**config.mk**
```make
export PLATFORM = sky130hd
export DESIGN_NAME = integer_list_store
export DESIGN_NICKNAME = d
export VERILOG_FILES = /design/src/design/ils_pkg.sv /design/src/design/ils_cell.sv /design/src/design/ils_ctrl.sv /design/src/design/integer_list_store.sv
export VERILOG_INCLUDE_DIRS = /design/src /design/src/design
export SDC_FILE = /design/constraint.sdc
export NUM_CORES = 1
export LEC_CHECK = 0
export ABC_AREA = 1
export BUFFER_PORTS_ARGS = -buffer_cell sky130_fd_sc_hd__buf_2
export CORE_ASPECT_RATIO = 0.5
export CORE_MARGIN = 2
export CORE_UTILIZATION = 61
export CTS_CLUSTER_DIAMETER = 150
export CTS_CLUSTER_SIZE = 28
export DETAILED_ROUTE_END_ITERATION = 7
export GPL_TIMING_DRIVEN = 0
export PLACE_DENSITY = 0.74
export SLEW_MARGIN = 25
export SYNTH_ARGS = -nofsm -noshare
export SYNTH_HDL_FRONTEND = slang
export SYNTH_HIERARCHICAL = 1
export SYNTH_SLANG_ARGS = --single-unit
```
**constraint.sdc**
```tcl
create_clock -name clk_i -period 18.3 [get_ports clk_i]
set_input_delay 3.66 -clock clk_i [delete_from_list [all_inputs] [get_ports clk_i]]
set_output_delay 3.66 -clock clk_i [all_outputs]
set_load 0.02 [all_outputs]
```
**src/design/assert_macros.svh**
```systemverilog
// ----------------------------------------------------------------------------
// assert_macros.svh
// Concurrent assertion helpers for the RTL (included by integer_list_store).
// ----------------------------------------------------------------------------
`ifndef ASSERT_MACROS_SVH
`define ASSERT_MACROS_SVH

// Checked on every rising clk_i edge, switched off while rst_ni is low
`define ASSERT_CLK(label, prop, msg) \
  label: assert property (@(posedge clk_i) disable iff (!rst_ni) prop) \
    else $error(msg);

// Implication form: consequent must hold in the same cycle as the antecedent
`define ASSERT_IMPL(label, ante, cons, msg) \
  `ASSERT_CLK(label, (ante) |-> (cons), msg)

`endif

```
**src/design/ils_pkg.sv**
```systemverilog
// ----------------------------------------------------------------------------
// ils_pkg
// Types and codes for the integer list store.
// ----------------------------------------------------------------------------
`default_nettype none

package ils_pkg;

  localparam int unsigned DATA_W = 32;
  localparam int unsigned POS_W  = 6;
  localparam int unsigned CNT_W  = 7;
  localparam int unsigned MODE_W = 3;
  localparam int unsigned STAT_W = 2;

  // Operation codes
  localparam logic [MODE_W-1:0] MODE_APPEND = 3'd0;
  localparam logic [MODE_W-1:0] MODE_GET    = 3'd1;
  localparam logic [MODE_W-1:0] MODE_SET    = 3'd2;
  localparam logic [MODE_W-1:0] MODE_CLEAR  = 3'd3;
  localparam logic [MODE_W-1:0] MODE_FIND   = 3'd4;

  // Status codes
  localparam logic [STAT_W-1:0] STAT_OK    = 2'd0;
  localparam logic [STAT_W-1:0] STAT_FULL  = 2'd1;
  localparam logic [STAT_W-1:0] STAT_RANGE = 2'd2;

  typedef struct packed {
    logic [MODE_W-1:0]        mode;
    logic [POS_W-1:0]         position;
    logic signed [DATA_W-1:0] value;
  } req_t;

  typedef struct packed {
    logic signed [DATA_W-1:0] read_value;
    logic                     found;
    logic [POS_W-1:0]         first_match_res;
    logic [CNT_W-1:0]         match_count;
    logic [CNT_W-1:0]         length;
    logic [STAT_W-1:0]        status;
  } res_t;

  // Controller to ring of cells
  typedef struct packed {
    logic              shift;
    logic [DATA_W-1:0] tail;
  } ring_ctl_t;

endpackage

`default_nettype wire

```
**src/design/ils_cell.sv**
```systemverilog
// ----------------------------------------------------------------------------
// ils_cell
// One storage cell of the ring: holds a word, loads its input word on shift.
// ----------------------------------------------------------------------------
`default_nettype none

module ils_cell #(
  parameter int unsigned W = 32
) (
  input  wire logic         clk_i,
  input  wire logic         en_i,
  input  wire logic [W-1:0] d_i,
  output logic      [W-1:0] q_o
);

  logic [W-1:0] word_q;

  // Payload only, no reset
  always_ff @(posedge clk_i) begin
    if (en_i) begin
      word_q <= d_i;
    end
  end

  assign q_o = word_q;

endmodule

`default_nettype wire

```
**src/design/ils_ctrl.sv**
```systemverilog
// ----------------------------------------------------------------------------
// ils_ctrl
// Sequencer for the list: decodes a command, rotates the ring once through
// the head cell when the command needs it and builds the result.
// ----------------------------------------------------------------------------
`default_nettype none

module ils_ctrl #(
  parameter int unsigned DEPTH = 64
) (
  input  wire logic                       clk_i,
  input  wire logic                       rst_ni,
  input  wire logic                       start_i,
  output logic                            busy_o,
  input  wire ils_pkg::req_t              req_i,
  input  wire logic [ils_pkg::DATA_W-1:0] head_i,
  output ils_pkg::ring_ctl_t              ring_o,
  output logic                            done_o,
  output ils_pkg::res_t                   res_o
);

  localparam int unsigned KW = $clog2(DEPTH);
  localparam int unsigned CW = $clog2(DEPTH + 1);
  localparam int unsigned PW = ils_pkg::POS_W;
  localparam int unsigned IW = (KW > PW) ? KW : PW;
  localparam int unsigned FW = (CW > PW) ? CW : PW;

  typedef enum logic {
    ST_IDLE,
    ST_SCAN
  } state_e;

  state_e                         state_q;
  logic [KW-1:0]                  step_q;
  logic [CW-1:0]                  fill_q;
  logic [ils_pkg::MODE_W-1:0]     op_q;
  logic [PW-1:0]                  pos_q;
  logic [ils_pkg::DATA_W-1:0]     val_q;
  logic [ils_pkg::DATA_W-1:0]     rd_q;
  logic                           found_q;
  logic [KW-1:0]                  first_q;
  logic [CW-1:0]                  cnt_q;
  logic                           done_q;
  ils_pkg::res_t                  res_q;

  logic                           at_pos;
  logic                           at_fill;
  logic                           step_valid;
  logic                           hit;
  logic                           last_step;
  logic                           rw_op;
  logic                           write_here;
  logic                           pos_ok;
  logic                           list_full;
  logic [ils_pkg::DATA_W-1:0]     rd_n;
  logic                           found_n;
  logic [KW-1:0]                  first_n;
  logic [CW-1:0]                  cnt_n;
  logic [CW-1:0]                  fill_n;
  logic                           scan_go;
  logic                           done_d;
  ils_pkg::res_t                  res_d;

  // Head cell holds logical entry step_q during a rotation
  always_comb begin
    at_pos     = IW'(step_q) == IW'(pos_q);
    at_fill    = CW'(step_q) == fill_q;
    step_valid = CW'(step_q) < fill_q;
    hit        = (op_q == ils_pkg::MODE_FIND) && step_valid && (head_i == val_q);
    last_step  = step_q == KW'(DEPTH - 1);
    rw_op      = (op_q == ils_pkg::MODE_GET) || (op_q == ils_pkg::MODE_SET);
    write_here = ((op_q == ils_pkg::MODE_SET) && at_pos) ||
                 ((op_q == ils_pkg::MODE_APPEND) && at_fill);
    pos_ok     = FW'(req_i.position) < FW'(fill_q);
    list_full  = fill_q == CW'(DEPTH);
  end

  // Running results including the word at the head this cycle
  always_comb begin
    rd_n    = (rw_op && at_pos) ? head_i : rd_q;
    found_n = found_q | hit;
    first_n = (hit && !found_q) ? step_q : first_q;
    cnt_n   = hit ? cnt_q + CW'(1) : cnt_q;
    fill_n  = (op_q == ils_pkg::MODE_APPEND) ? fill_q + CW'(1) : fill_q;
  end

  // Ring drive: the head word re-enters at the tail, or is replaced
  assign ring_o.shift = state_q == ST_SCAN;
  assign ring_o.tail  = write_here ? val_q : head_i;

  // Next result: immediate answers on decode, full answer after a rotation
  always_comb begin
    res_d   = res_q;
    done_d  = 1'b0;
    scan_go = 1'b0;
    unique case (state_q)
      ST_IDLE: begin
        if (start_i) begin
          res_d        = '0;
          res_d.length = ils_pkg::CNT_W'(fill_q);
          done_d       = 1'b1;
          unique case (req_i.mode)
            ils_pkg::MODE_APPEND: begin
              if (list_full) begin
                res_d.status = ils_pkg::STAT_FULL;
              end else begin
                scan_go = 1'b1;
                done_d  = 1'b0;
              end
            end
            ils_pkg::MODE_GET, ils_pkg::MODE_SET: begin
              if (pos_ok) begin
                scan_go = 1'b1;
                done_d  = 1'b0;
              end else begin
                res_d.status = ils_pkg::STAT_RANGE;
              end
            end
            ils_pkg::MODE_CLEAR: begin
              res_d.length = '0;
            end
            ils_pkg::MODE_FIND: begin
              scan_go = 1'b1;
              done_d  = 1'b0;
            end
            default: begin
            end
          endcase
        end
      end
      ST_SCAN: begin
        if (last_step) begin
          done_d                = 1'b1;
          res_d                 = '0;
          res_d.read_value      = rd_n;
          res_d.found           = found_n;
          res_d.first_match_res = PW'(first_n);
          res_d.match_count     = ils_pkg::CNT_W'(cnt_n);
          res_d.length          = ils_pkg::CNT_W'(fill_n);
          res_d.status          = ils_pkg::STAT_OK;
        end
      end
      default: begin
      end
    endcase
  end

  // Sequencer and result register
  always_ff @(posedge clk_i or negedge rst_ni) begin
    if (!rst_ni) begin
      state_q <= ST_IDLE;
      step_q  <= '0;
      fill_q  <= '0;
      op_q    <= ils_pkg::MODE_APPEND;
      pos_q   <= '0;
      val_q   <= '0;
      rd_q    <= '0;
      found_q <= 1'b0;
      first_q <= '0;
      cnt_q   <= '0;
      done_q  <= 1'b0;
      res_q   <= '0;
    end else begin
      done_q <= done_d;
      res_q  <= res_d;
      unique case (state_q)
        ST_IDLE: begin
          if (start_i) begin
            op_q    <= req_i.mode;
            pos_q   <= req_i.position;
            val_q   <= req_i.value;
            step_q  <= '0;
            rd_q    <= '0;
            found_q <= 1'b0;
            first_q <= '0;
            cnt_q   <= '0;
            if (scan_go) begin
              state_q <= ST_SCAN;
            end
            if (req_i.mode == ils_pkg::MODE_CLEAR) begin
              fill_q <= '0;
            end
          end
        end
        ST_SCAN: begin
          step_q  <= step_q + KW'(1);
          rd_q    <= rd_n;
          found_q <= found_n;
          first_q <= first_n;
          cnt_q   <= cnt_n;
          if (last_step) begin
            state_q <= ST_IDLE;
            fill_q  <= fill_n;
          end
        end
        default: begin
          state_q <= ST_IDLE;
        end
      endcase
    end
  end

  assign busy_o = state_q == ST_SCAN;
  assign done_o = done_q;
  assign res_o  = res_q;

endmodule

`default_nettype wire

```
**src/design/integer_list_store.sv**
```systemverilog
// ----------------------------------------------------------------------------
// integer_list_store
// Fixed-depth list of signed 32-bit words held in a rotating ring of cells,
// with append, get, set, clear and find commands.
// ----------------------------------------------------------------------------
//  Channel   Handshake            Payload   Transfer when
//  command   start / busy         req_i     start high, busy low
//  result    done_o (strobe)      res_o     done_o high, one cycle only
//
//  Append, get, set and find rotate the ring once through its single head
//  cell; after the last shift the result strobes on the next cycle and a
//  new command is taken then. No new command is taken while busy.
//  Clear, unused codes, full appends and out-of-range accesses finish without
//  a rotation. Reset clears the fill count; stored words are kept as they are.
//  The receiver cannot stall; each result is shown for one cycle.
// ----------------------------------------------------------------------------
`default_nettype none

`include "assert_macros.svh"

module integer_list_store #(
  parameter int unsigned DEPTH = 64
) (
  input  wire logic          clk_i,
  input  wire logic          rst_ni,
  input  wire logic          start,
  output logic               busy,
  input  wire ils_pkg::req_t req_i,
  output logic               done_o,
  output ils_pkg::res_t      res_o
);

  ils_pkg::ring_ctl_t         ring;
  logic [ils_pkg::DATA_W-1:0] cell_q [DEPTH];

  // Ring of cells, cell 0 is the head
  for (genvar gi = 0; gi < DEPTH; gi++) begin : g_cell
    if (gi == DEPTH - 1) begin : g_tail
      ils_cell #(
        .W(ils_pkg::DATA_W)
      ) u_cell (
        .clk_i(clk_i),
        .en_i (ring.shift),
        .d_i  (ring.tail),
        .q_o  (cell_q[gi])
      );
    end else begin : g_body
      ils_cell #(
        .W(ils_pkg::DATA_W)
      ) u_cell (
        .clk_i(clk_i),
        .en_i (ring.shift),
        .d_i  (cell_q[gi+1]),
        .q_o  (cell_q[gi])
      );
    end
  end

  // Command sequencer
  ils_ctrl #(
    .DEPTH(DEPTH)
  ) u_ctrl (
    .clk_i  (clk_i),
    .rst_ni (rst_ni),
    .start_i(start),
    .busy_o (busy),
    .req_i  (req_i),
    .head_i (cell_q[0]),
    .ring_o (ring),
    .done_o (done_o),
    .res_o  (res_o)
  );

  // Checks
  `ASSERT_CLK(a_accept_progress, (start && !busy) |=> (done_o || busy),
    "accepted command neither finished nor started a rotation")
  `ASSERT_IMPL(a_scan_end_result, $fell(busy), done_o,
    "rotation ended without a result")
  `ASSERT_IMPL(a_full_length, done_o && (res_o.status == ils_pkg::STAT_FULL),
    res_o.length == ils_pkg::CNT_W'(DEPTH), "full flagged below capacity")
  `ASSERT_IMPL(a_no_match_zero, done_o && !res_o.found,
    (res_o.match_count == '0) && (res_o.first_match_res == '0),
    "match fields set without a match")

endmodule

`default_nettype wire
```
=== Yosys cells after proc, flatten, opt, wreduce, memory -nomap -nowiden ===
Cells that the tools add are included.

* Register bits after elaboration: 2,205
* Bits of input ports: 44
* Output and inout bits: 57
* Logic and storage cells: 155

* Add/sub/neg operators: 3
* Magnitude comparators: 2
* Eq/ne operators: 14
* Multiplexer cells: 39
* Bitwise gates (word level): 2
* Reduce and logical (&&, ||, !) cells: 14

{| class="wikitable"
|+ Operators with widths
! cell !! number
|-
| 2-to-1 mux 55 bit || 2
|-
| one-hot mux 55 bit (2 select lines) || 1
|-
| 2-to-1 mux 32 bit || 3
|-
| one-hot mux 32 bit (2 select lines) || 1
|-
| 2-to-1 mux 7 bit || 6
|-
| equality test 32 bit || 1
|-
| one-hot mux 7 bit (2 select lines) || 2
|-
| one-hot mux 6 bit (2 select lines) || 2
|-
| adder 7 x 1 -> 7 bit, second input constant || 2
|-
| less-than comparator 6 x 7 -> 1 bit || 2
|-
| 2-to-1 mux 1 bit || 13
|-
| 2-to-1 mux 6 bit || 2
|-
| equality test 3 x 2 -> 1 bit, second input constant || 3
|-
| equality test 6 x 7 -> 1 bit || 1
|-
| equality test 7 bit, second input constant || 1
|-
| adder 6 x 1 -> 6 bit, second input constant || 1
|-
| equality test 3 x 1 -> 1 bit, second input constant || 2
|-
| equality test 3 bit, second input constant || 2
|-
| equality test 6 bit || 1
|-
| equality test 6 bit, second input constant || 1
|-
| logical AND 1 bit || 6
|-
| logical NOT 3 bit || 2
|-
| one-hot mux 1 bit (2 select lines) || 3
|-
| one-hot mux 1 bit (3 select lines) || 2
|-
| 9 further kinds || 12
|}

=== Depth between registers and ports, before layout ===
Gate-level depths: netlist of the first run.

* Depth after elaboration: 8
* Gate-level depth with buffers: 14
* Gate-level depth less buffers: 14

=== Cells and area by module ===
The synthesis of the first run kept the hierarchy.

{| class="wikitable"
|+ By module, submodules not included
! module !! instances !! cells an instance !! area each (um2) !! sequential area each (um2)
|-
| ils_cell || 64 || 32 || 960.9 || 960.9
|-
| ils_ctrl || 1 || 1,098 || 8,159.1 || 3,753.6
|}

=== Worst setup path after synthesis of the first run ===
OpenSTA, ideal clock, no wires.

* Path kind: register -> register
* From: reg u_ctrl.state_q, in the netlist u_ctrl/busy_o
* To: reg g_cell[0].g_body.u_cell.word_q[0] (enable)
* Library setup time: 1.018 ns
* Arrival: 13.568 ns
* Required time: 17.282 ns
* Slack: 3.714 ns
* Cell stages (with the launch flop): 2
* Path buffers: 1
* Period minus slack after synthesis: 14.586 ns
* Path through: dfrtp_1 -> buf_4

{| class="wikitable"
|+ RTL lines
! item !! RTL line !! source
|-
| start: declaration || ils_ctrl.sv:33 || <nowiki>state_e state_q;</nowiki>
|-
| start signal: assignment || ils_ctrl.sv:151 || <nowiki>state_q <= ST_IDLE;</nowiki>
|-
| start signal: assignment || ils_ctrl.sv:178 || <nowiki>state_q <= ST_SCAN;</nowiki>
|-
| start signal: assignment || ils_ctrl.sv:192 || <nowiki>state_q <= ST_IDLE;</nowiki>
|-
| end signal: assignment || ils_cell.sv:21 || <nowiki>word_q <= d_i;</nowiki>
|-
| end: declaration || ils_cell.sv:16 || <nowiki>logic [W-1:0] word_q;</nowiki>
|}

No word-level cell between the ends.

=== Worst setup path after layout of the first run ===
* From: reg u_ctrl.state_q, in the netlist u_ctrl/busy_o
* To: out busy

{| class="wikitable"
|+ RTL lines
! item !! RTL line !! source
|-
| end: declaration || integer_list_store.sv:27 || <nowiki>output logic busy,</nowiki>
|}

No word-level cell between the ends.

==> flow_summary.yaml, run 1 <==
synth:
  ys_seq_area_share_pct: 93.68
  synth.distinct_cells: 36
  synth_area_um2: 69660
  syn_inst: 3146
  syn_avg_cell_area_um2: 22.14
  synth_nets: 3205
  ys_ff_latch: 2198
  yosysWarnings: 6
timing:
  max_freq_ghz: 0.1934
  rsz0062_at_grt: "false"
  finalHoldViolCount: 0
  worst_slew_pin_slew_ps: 1185
  setup-tns-final_ps: 0
  fin_crit_sh_pct: 28.26
  setup_viol: 0
  drv_slew: 0
  fin_crit_ps: 5171
  worst_clock_skew_ps: 40.57
  max-slew-margin-rel_pct: 20.14
layout:
  fin_nets: 3412
  area_growth_pct: 7.623
  fin_util_pct: 66.35
  layout-drive-gt1-share_pct: 7.309
die:
  ios: 101
  fp.coreArea_um2: 113000
  die_area_um2: 117100
  rows: 87
  die_h_um: 243.0
  die_x_um: 481.9
  initial_core_util_pct: 61.65
global_route:
  grt_pass1_vias: 25300
  antenna_found_initial: 5
  grt_pass1_wl_mm: 148.7
  grt_usage_pct: 17.11
  grt_max_degree: 169
  overflow: 0
drt:
  initialDrtViolationCount: 2794
  postRouteWirelength_mm: 99.30
  wire_per_inst_um: 20.23
  detail_route.drc_violations: 0
  met2_length_mm: 44.71
  drt_first_pass_iters: 6
  top_layer: "met4"
  wl_met1_mm: 46.43
  vias: 26270
  vias_per_cell: 5.352
  ant_nets: 0
  met3_length_mm: 4.809
setup_path:
  crit_buf_inv: 1
  required_ps: 14640
  cp_max_fo: 5
  r2r_cells: 5
  worstPathArrival_ps: 1510
  startpoint_type: "flip-flop"
  path_cells: "buf_2"
  worstSetupEndpointType: "output pin"
  crit_family: "flip-flops"
  critPathMaxStageDelay_ps: 500
  worstSetupPathType: "flip-flop to output pin"
  crit_cells: 1
  worst_path_max_delay_cell: "dfrtp_1"
place:
  place_congestion: 0.8596
  io_buffers: 100
  place_hpwl_mm: 58.32
worst_hold_path:
  min_path_cells: 0
  min_path_type: "flip-flop to flip-flop"
clock_tree:
  clockBufferDepth: 3
  h-tree-depth: 3
  post-cts-setup-buffers: 0
  ctsResizeCount: 0
  clkLatencyLatePin_ps: 740
  cts.sinks: 2198
  numCtsBuffers: 88
  root_buffer: "clkbuf_16"
  path_clk_slew_ps: 130
  cts_hold_buf: 0
  cts_tree: "done"
pwr:
  power_leakage_nw: 24.60
  ir_drop_uv: 75.16
  power_density_nw_per_um2: 149.6
flow_run:
  max-cap-violations: 0
outcome:
  status: "complete, no violations"
[synthesized netlist by cell type (all sizes together)]
cell | n | area share (%)
xor2 | 11 | 0.14
nand3b | 2 | 0.022
xnor2 | 6 | 0.075
nor3 | 1 | 0.0072
buf | 25 | 0.23
nor2 | 79 | 0.45
ha | 15 | 0.27
clkinv | 2 | 0.011
nor4 | 5 | 0.054
dfrtp | 150 | 5.4
or2 | 2 | 0.018
a21oi | 11 | 0.079
a31oi | 2 | 0.040
nand2 | 349 | 1.9
a41oi | 1 | 0.013
nand4 | 24 | 0.22
o21a | 1 | 0.011
nand3 | 41 | 0.33
inv | 156 | 0.84
a22o | 1 | 0.013
clkbuf | 18 | 0.097
edfxtp | 2048 | 88
o211ai | 32 | 0.34
o21ai | 164 | 1.2
[cell type report]
| cell class | instances | area (um2) |
|---|---|---|
| antenna | 2 | 5.005 |
| buffer | 43 | 247.7 |
| clock buffer | 125 | 2362 |
| clock inverter | 5 | 51.30 |
| fill | 7049 | 38020 |
| inverter | 158 | 593.1 |
| multi-input combinational | 747 | 3585 |
| sequential | 2198 | 65250 |
| tap | 1513 | 1893 |
| timing repair buffer | 117 | 978.4 |
[power by group]
part           internal, mW  switching [mW]
clock                 0.912            1.36
combinational         0.240           0.866
sequential             7.43           0.413
total                  8.58            2.64
[per-stage QoR]
stage | hold slack [ps] | total power, mW | instances | cell area (um2) | setup slack (ps)
3_3_place_gp | 400.4 | 9.631 | 4759 | 72050 | 21.34
6_report | 414.0 | 11.22 | 4908 | 74970 | 13130
5_1_grt | 420.5 | 11.73 | 4907 | 74970 | 13040
3_5_place_dp | 404.5 | 9.074 | 4776 | 72550 | 12710
4_1_cts | 416.9 | 11.36 | 4906 | 74960 | 13050
2_1_floorplan | 400.3 | 9.035 | 3146 | 69660 | 3714
[final timing paths]
kind	start	to	slack (ps)
min in group asynchronous	rst_ni	u_ctrl/cnt_q[0]	2870
min reg2reg	g_cell[4].g_body.u_cell/q_o[24]	g_cell[3].g_body.u_cell/q_o[24]	410
min	g_cell[4].g_body.u_cell/q_o[24]	g_cell[3].g_body.u_cell/q_o[24]	410
max reg2reg	u_ctrl/busy_o	g_cell[46].g_body.u_cell/q_o[21]	14990
max in group asynchronous	rst_ni	u_ctrl/val_q[28]	14570
max	u_ctrl/busy_o	busy	13130
[state kept, by name, summed over array words and instances (netlist names), named ones only]
signal	flops
u_ctrl/op_q	3
u_ctrl/step_q	6
u_ctrl/first_q	6
u_ctrl/rd_q	32
u_ctrl/fill_q	1
u_ctrl/busy_o	1
u_ctrl/pos_q	6
g_cell.g_body.u_cell/q_o	2016
u_ctrl/res_o	48
u_ctrl/cnt_q	7
g_cell.g_tail.u_cell/q_o	32
u_ctrl/found_q	1
u_ctrl/done_o	1
u_ctrl/val_q	32
[cell usage in the layout (no fill, tap or decap), types with 3 or more instances in the layout]
cell type,count
edfxtp_1,2048
nand2_1,346
inv_1,151
dfrtp_1,150
o21ai_0,120
buf_2,110
clkbuf_16,89
nor2_1,74
clkbuf_1,54
o21ai_1,44
nand3_1,38
o211ai_1,32
nand4_1,24
buf_16,18
ha_1,15
xor2_1,11
a21oi_1,11
xnor2_1,6
buf_6,6
buf_1,6
inv_2,5
inv_6,4
nor2_2,4
nor4_1,4
nand2_2,3
[cell families (layout without fill, tap and decap cells)]
family,count (synthesis),after routing,synth area share [%]
other,0,2,0
buffers and inverters,201,448,1.178
adders and majority gates,15,15,0.2694
xor gates and xnor gates,17,17,0.2137
and+or+nand+nor,503,503,2.985
AOI/OAI and AO/OA,212,212,1.678
DFF,2198,2198,93.68
[per-layer routing]
metal,vias to the layer above,track usage (%)
met3,175,3.533
li1,12190,-
met1,13400,26.17
met4,0,5.919
met5,-,0
met2,498,25.09
(Power assumes the default switching activity.)
==> run 2, diff against run 1 <==
--- a/config.mk
+++ b/config.mk
@@ -10,12 +10,12 @@
 export BUFFER_PORTS_ARGS = -buffer_cell sky130_fd_sc_hd__buf_2
 export CORE_ASPECT_RATIO = 0.5
 export CORE_MARGIN = 2
-export CORE_UTILIZATION = 61
+export CORE_UTILIZATION = 55
 export CTS_CLUSTER_DIAMETER = 150
 export CTS_CLUSTER_SIZE = 28
 export DETAILED_ROUTE_END_ITERATION = 7
 export GPL_TIMING_DRIVEN = 0
-export PLACE_DENSITY = 0.74
+export PLACE_DENSITY = 0.7
 export SLEW_MARGIN = 25
 export SYNTH_ARGS = -nofsm -noshare
 export SYNTH_HDL_FRONTEND = slang
==> constraint.sdc (replaced) <==
create_clock -name clk_i -period 4.3 [get_ports clk_i]
set_input_delay 0.86 -clock clk_i [delete_from_list [all_inputs] [get_ports clk_i]]
set_output_delay 0.86 -clock clk_i [all_outputs]
set_load 0.02 [all_outputs]
==> run 2 against run 1 <==
Non-clock buffer count rose by 1. Sequential power rose to 4.2 times the previous value. Critical path type is now flip-flop to flip-flop. Via count down 0.10%.
==> flow_summary.yaml, run 2 (same netlist as run 1, synthesis figures left out) <==
setup_path:
  worstSetupEndpointType: "flip-flop"
  worstPathArrival_ps: 4100
  r2r_start: "u_ctrl/busy_o"
  crit_start: "u_ctrl/busy_o"
  worstSetupPathType: "flip-flop to flip-flop"
  startpoint_type: "flip-flop"
  cp_max_fo: 135
  required_ps: 4650
drt:
  detail_route.drc_violations: 0
  postRouteWirelength_mm: 97.42
  initialDrtViolationCount: 2520
  vias: 26240
  ant_nets: 0
  drt_first_pass_iters: 6
  wire_per_inst_um: 19.15
  vias_per_cell: 5.158
clock_tree:
  clockBufferDepth: 3
  cts.sinks: 2198
  clkLatencyLatePin_ps: 730
  h-tree-depth: 3
  numCtsBuffers: 88
  ctsResizeCount: 0
  root_buffer: "clkbuf_16"
  cts_tree: "done"
  post-cts-setup-buffers: 0
  path_clk_slew_ps: 120
global_route:
  grt_pass1_wl_mm: 146.7
  antenna_found_initial: 2
  grt_pass1_vias: 25020
  overflow: 0
  grt_usage_pct: 14.87
  grt_max_degree: 164
timing:
  max-slew-margin-rel_pct: 26.47
  layout_setup_ws_ps: 548.2
  drv_slew: 0
  worst_clock_skew_ps: 42.60
  worst_slew_pin_slew_ps: 1091
  fin_crit_ps: 3752
  fin_crit_sh_pct: 87.25
  fin_hold_ws_ps: 96.74
  max_freq_ghz: 0.2665
  finalHoldViolCount: 0
  rsz0062_at_grt: "false"
  setup-tns-final_ps: 0
  setup_viol: 0
place:
  place_hpwl_mm: 56.63
  post-place-ws_ps: -74.30
  place_area_um2: 72750
  place_congestion: 0.8692
  place_inst: 4954
  io_buffers: 100
layout:
  final_area_um2: 75310
  layout-drive-gt1-share_pct: 7.420
  final_common_cell: "edfxtp_1"
  area_growth_pct: 8.108
  fin_util_pct: 59.85
  antenna_cells: 0
  largest_reg_flops: 2016
  fin_nets: 3413
  finalNonFillerCells: 5088
  final_cell_mix: "edfxtp_1, nand2_1, inv_1, dfrtp_1, o21ai_0"
  n_fill_cell: 8587
pwr:
  ir_drop_uv: 481.8
  power_density_nw_per_um2: 635.8
  power_leakage_nw: 24.67
  power_mw: 47.88
die:
  die_h_um: 255.6
  rows: 92
  die_x_um: 507.3
  die_area_um2: 129700
  initial_core_util_pct: 55.37
  fp.coreArea_um2: 125800
  ios: 101
flow_run:
  max-cap-violations: 0
outcome:
  status: "complete, no violations"
worst_hold_path:
  min_path_type: "primary input to async pin"
## run 2: cell count changes in the layout (fill, tap and decap cells not counted), sizes merged
cell and delta:
buf -1, bufbuf +1, inv -2, clkbuf +3, diode -2, clkinv +2
## run 2: path summary, 6_finish.rpt
path / to / slack (ps) / depth (start not counted)
max in group asynchronous: u_ctrl/res_o[47] / 3350 / 2
max reg2reg: g_cell[46].g_body.u_cell/q_o[10] / 550 / 6
min reg2reg: g_cell[1].g_body.u_cell/q_o[7] / 400 / 0
min in group clk_i: u_ctrl/found_q / 360 / 2
max: g_cell[46].g_body.u_cell/q_o[10] / 550 / 6
min: u_ctrl/res_o[10] / 100 / 1
## run 2: final cells by class
| class | count | area [um2] | area share (%) |
|---|---|---|---|
| Timing Repair Buffer | 118 | 1008 | 1.339 |
| Clock buffer | 127 | 2412 | 3.203 |
| Inverter | 158 | 593.1 | 0.7875 |
| Clock inverter | 5 | 88.84 | 0.1180 |
| Sequential cell | 2198 | 65250 | 86.65 |
| Multi-Input combinational cell | 747 | 3585 | 4.760 |
| Tap cell | 1692 | 2117 | 2.811 |
| Buffer | 43 | 247.7 | 0.3290 |
## run 2: worst max-delay path: stages, from the launching register on
cell     delay (ps)
dfrtp_2         470
buf_16          450
buf_16          430
buf_16          350
buf_16          460
buf_16          460
buf_16          520
## run 2: power breakdown
group          switching (mW)  internal, mW
clock network            5.84          3.98
registers                1.72          31.6
logic                    3.70          1.04
total                    11.3          36.6
## run 2: timing repair
| action | 4_1_cts | 5_1_grt |
|---|---|---|
| cloned | 1 | 1 |
| setup endpoints to repair | 127 | 127 |
| hold buffers | 0 | 0 |
## run 2: layer usage
layer	part of all wire (%)	track usage, %
met5	0	0
met4	3.1	5.381
met3	3.8	2.372
met2	44	21.51
met1	49	23.29
==> run 3, diff against run 2 <==
--- a/config.mk
+++ b/config.mk
@@ -15,7 +15,7 @@
 export CTS_CLUSTER_SIZE = 28
 export DETAILED_ROUTE_END_ITERATION = 7
 export GPL_TIMING_DRIVEN = 0
-export PLACE_DENSITY = 0.7
+export PLACE_DENSITY = 0.74
 export SLEW_MARGIN = 25
 export SYNTH_ARGS = -nofsm -noshare
 export SYNTH_HDL_FRONTEND = slang
==> run 3 against run 2 <==
The flow now finishes with violations (DRC). First-iteration DRC count increased by 4.4%. Core utilization shrank 0.076 points. Global-route usage rose by 0.090 points. Critical path type unchanged. Largest cell class unchanged.
==> flow_summary.yaml, run 3 (same netlist as run 1, synthesis figures left out) <==
outcome:
  status: "complete, but fails checks"
  violations: "DRC"
flow_run:
  max-cap-violations: 0
drt:
  vias_per_cell: 5.155
  ant_nets: 0
  wire_per_inst_um: 19.15
  initialDrtViolationCount: 2630
  vias: 26230
  drt_first_pass_iters: 8
  detail_route.drc_violations: 2
  postRouteWirelength_mm: 97.44
timing:
  setup_viol: 0
  worst_clock_skew_ps: 46.19
  max_freq_ghz: 0.3214
  drv_slew: 0
  fin_crit_sh_pct: 72.35
  setup-tns-final_ps: 0
  worst_slew_pin_slew_ps: 1047
  fin_crit_ps: 3111
  max-slew-margin-rel_pct: 29.45
  rsz0062_at_grt: "false"
  layout_setup_ws_ps: 1189
  finalHoldViolCount: 0
global_route:
  overflow: 0
  antenna_found_initial: 7
  grt_max_degree: 169
  grt_usage_pct: 14.96
  grt_pass1_vias: 24610
  grt_pass1_wl_mm: 146.3
setup_path:
  worstPathArrival_ps: 3500
  startpoint_type: "flip-flop"
  r2r_cells: 9
  cp_max_fo: 10
  worstSetupEndpointType: "flip-flop"
  required_ps: 4680
  worstSetupPathType: "flip-flop to flip-flop"
clock_tree:
  ctsResizeCount: 0
  root_buffer: "clkbuf_16"
  post-cts-setup-buffers: 0
  path_clk_slew_ps: 120
  cts_tree: "done"
  cts_hold_buf: 0
  clkLatencyLatePin_ps: 740
  numCtsBuffers: 88
  h-tree-depth: 3
  cts.sinks: 2198
  clockBufferDepth: 3
die:
  initial_core_util_pct: 55.37
  die_area_um2: 129700
  ios: 101
  fp.coreArea_um2: 125800
  rows: 92
  die_h_um: 255.6
  die_x_um: 507.3
place:
  place_congestion: 0.8529
  post-place-ws_ps: 1274
  io_buffers: 100
  place_hpwl_mm: 57.18
  place_inst: 4953
layout:
  final_common_cell: "edfxtp_1"
  final_cell_mix: "edfxtp_1, nand2_1, inv_1, dfrtp_1, o21ai_0"
  fin_util_pct: 59.78
  largest_reg_flops: 2016
  layout-drive-gt1-share_pct: 7.339
  area_growth_pct: 7.972
  finalNonFillerCells: 5088
  fin_nets: 3410
pwr:
  power_leakage_nw: 24.60
  power_mw: 47.77
  ir_drop_uv: 347.9
  power_density_nw_per_um2: 635.1
worst_hold_path:
  min_path_type: "primary input to async pin"
==> run 3: metrics by stage <==
stage | area [um2] | hold slack [ps]
6_report | 75210 | 56.60
5_1_grt | 75210 | 56.02
4_1_cts | 75200 | 29.65
3_5_place_dp | 72720 | 404.5
3_3_place_gp | 72300 | 400.1
2_1_floorplan | 69680 | 400.3
==> run 3: final timing paths <==
kind | start | endpoint | slack [ps]
worst max-delay path | flip-flop | g_cell[63].g_tail.u_cell/q_o[18] | 1190
worst min-delay path | rst_ni | u_ctrl/res_o[14] | 60
worst max register to register | flip-flop | g_cell[63].g_tail.u_cell/q_o[18] | 1190
worst min register to register | g_cell[62].g_body.u_cell/q_o[31] | g_cell[61].g_body.u_cell/q_o[31] | 400
max in group asynchronous | rst_ni | async pin | 3350
min in group clk_i | start | u_ctrl/found_q | 330
==> run 3: power breakdown <==
part           switching, mW  total (mW)  leakage [nW]  internal (mW)
clock network           5.79        9.73          1.19           3.94
registers               1.74        33.4          20.2           31.6
logic                   3.69        4.68          3.22          0.997
total                   11.2        47.8          24.6           36.6
==> run 3: critical path, cell delays in order, from the launching register on <==
cell      delay (ps)
dfrtp_1          480
inv_1            130
ha_1             290
nand2_1           70
inv_2             70
nand2_2           60
nor4_2           330
a31oi_4          150
clkbuf_1         290
o21ai_0          860
==> run 3: cell type report <==
cell class	count	area, um2
Sequential cell	2198	65250
Fill cell	8501	50600
Multi-Input combinational cell	747	3585
Clock buffer	126	2387
Tap cell	1692	2117
Timing Repair Buffer	115	923.4
Inverter	158	593.1
Buffer	43	247.7
Clock inverter	6	96.34
Antenna cell	3	7.507
==> run 3: routing by layer <==
metal  share of wire (%)  vias up  track usage, %
met4                 2.7        0           4.685
met5                   0        -               0
li1                    -    12190               -
met3                 4.4      120           2.738
met1                  48    13430           23.30
met2                  45      482           21.83
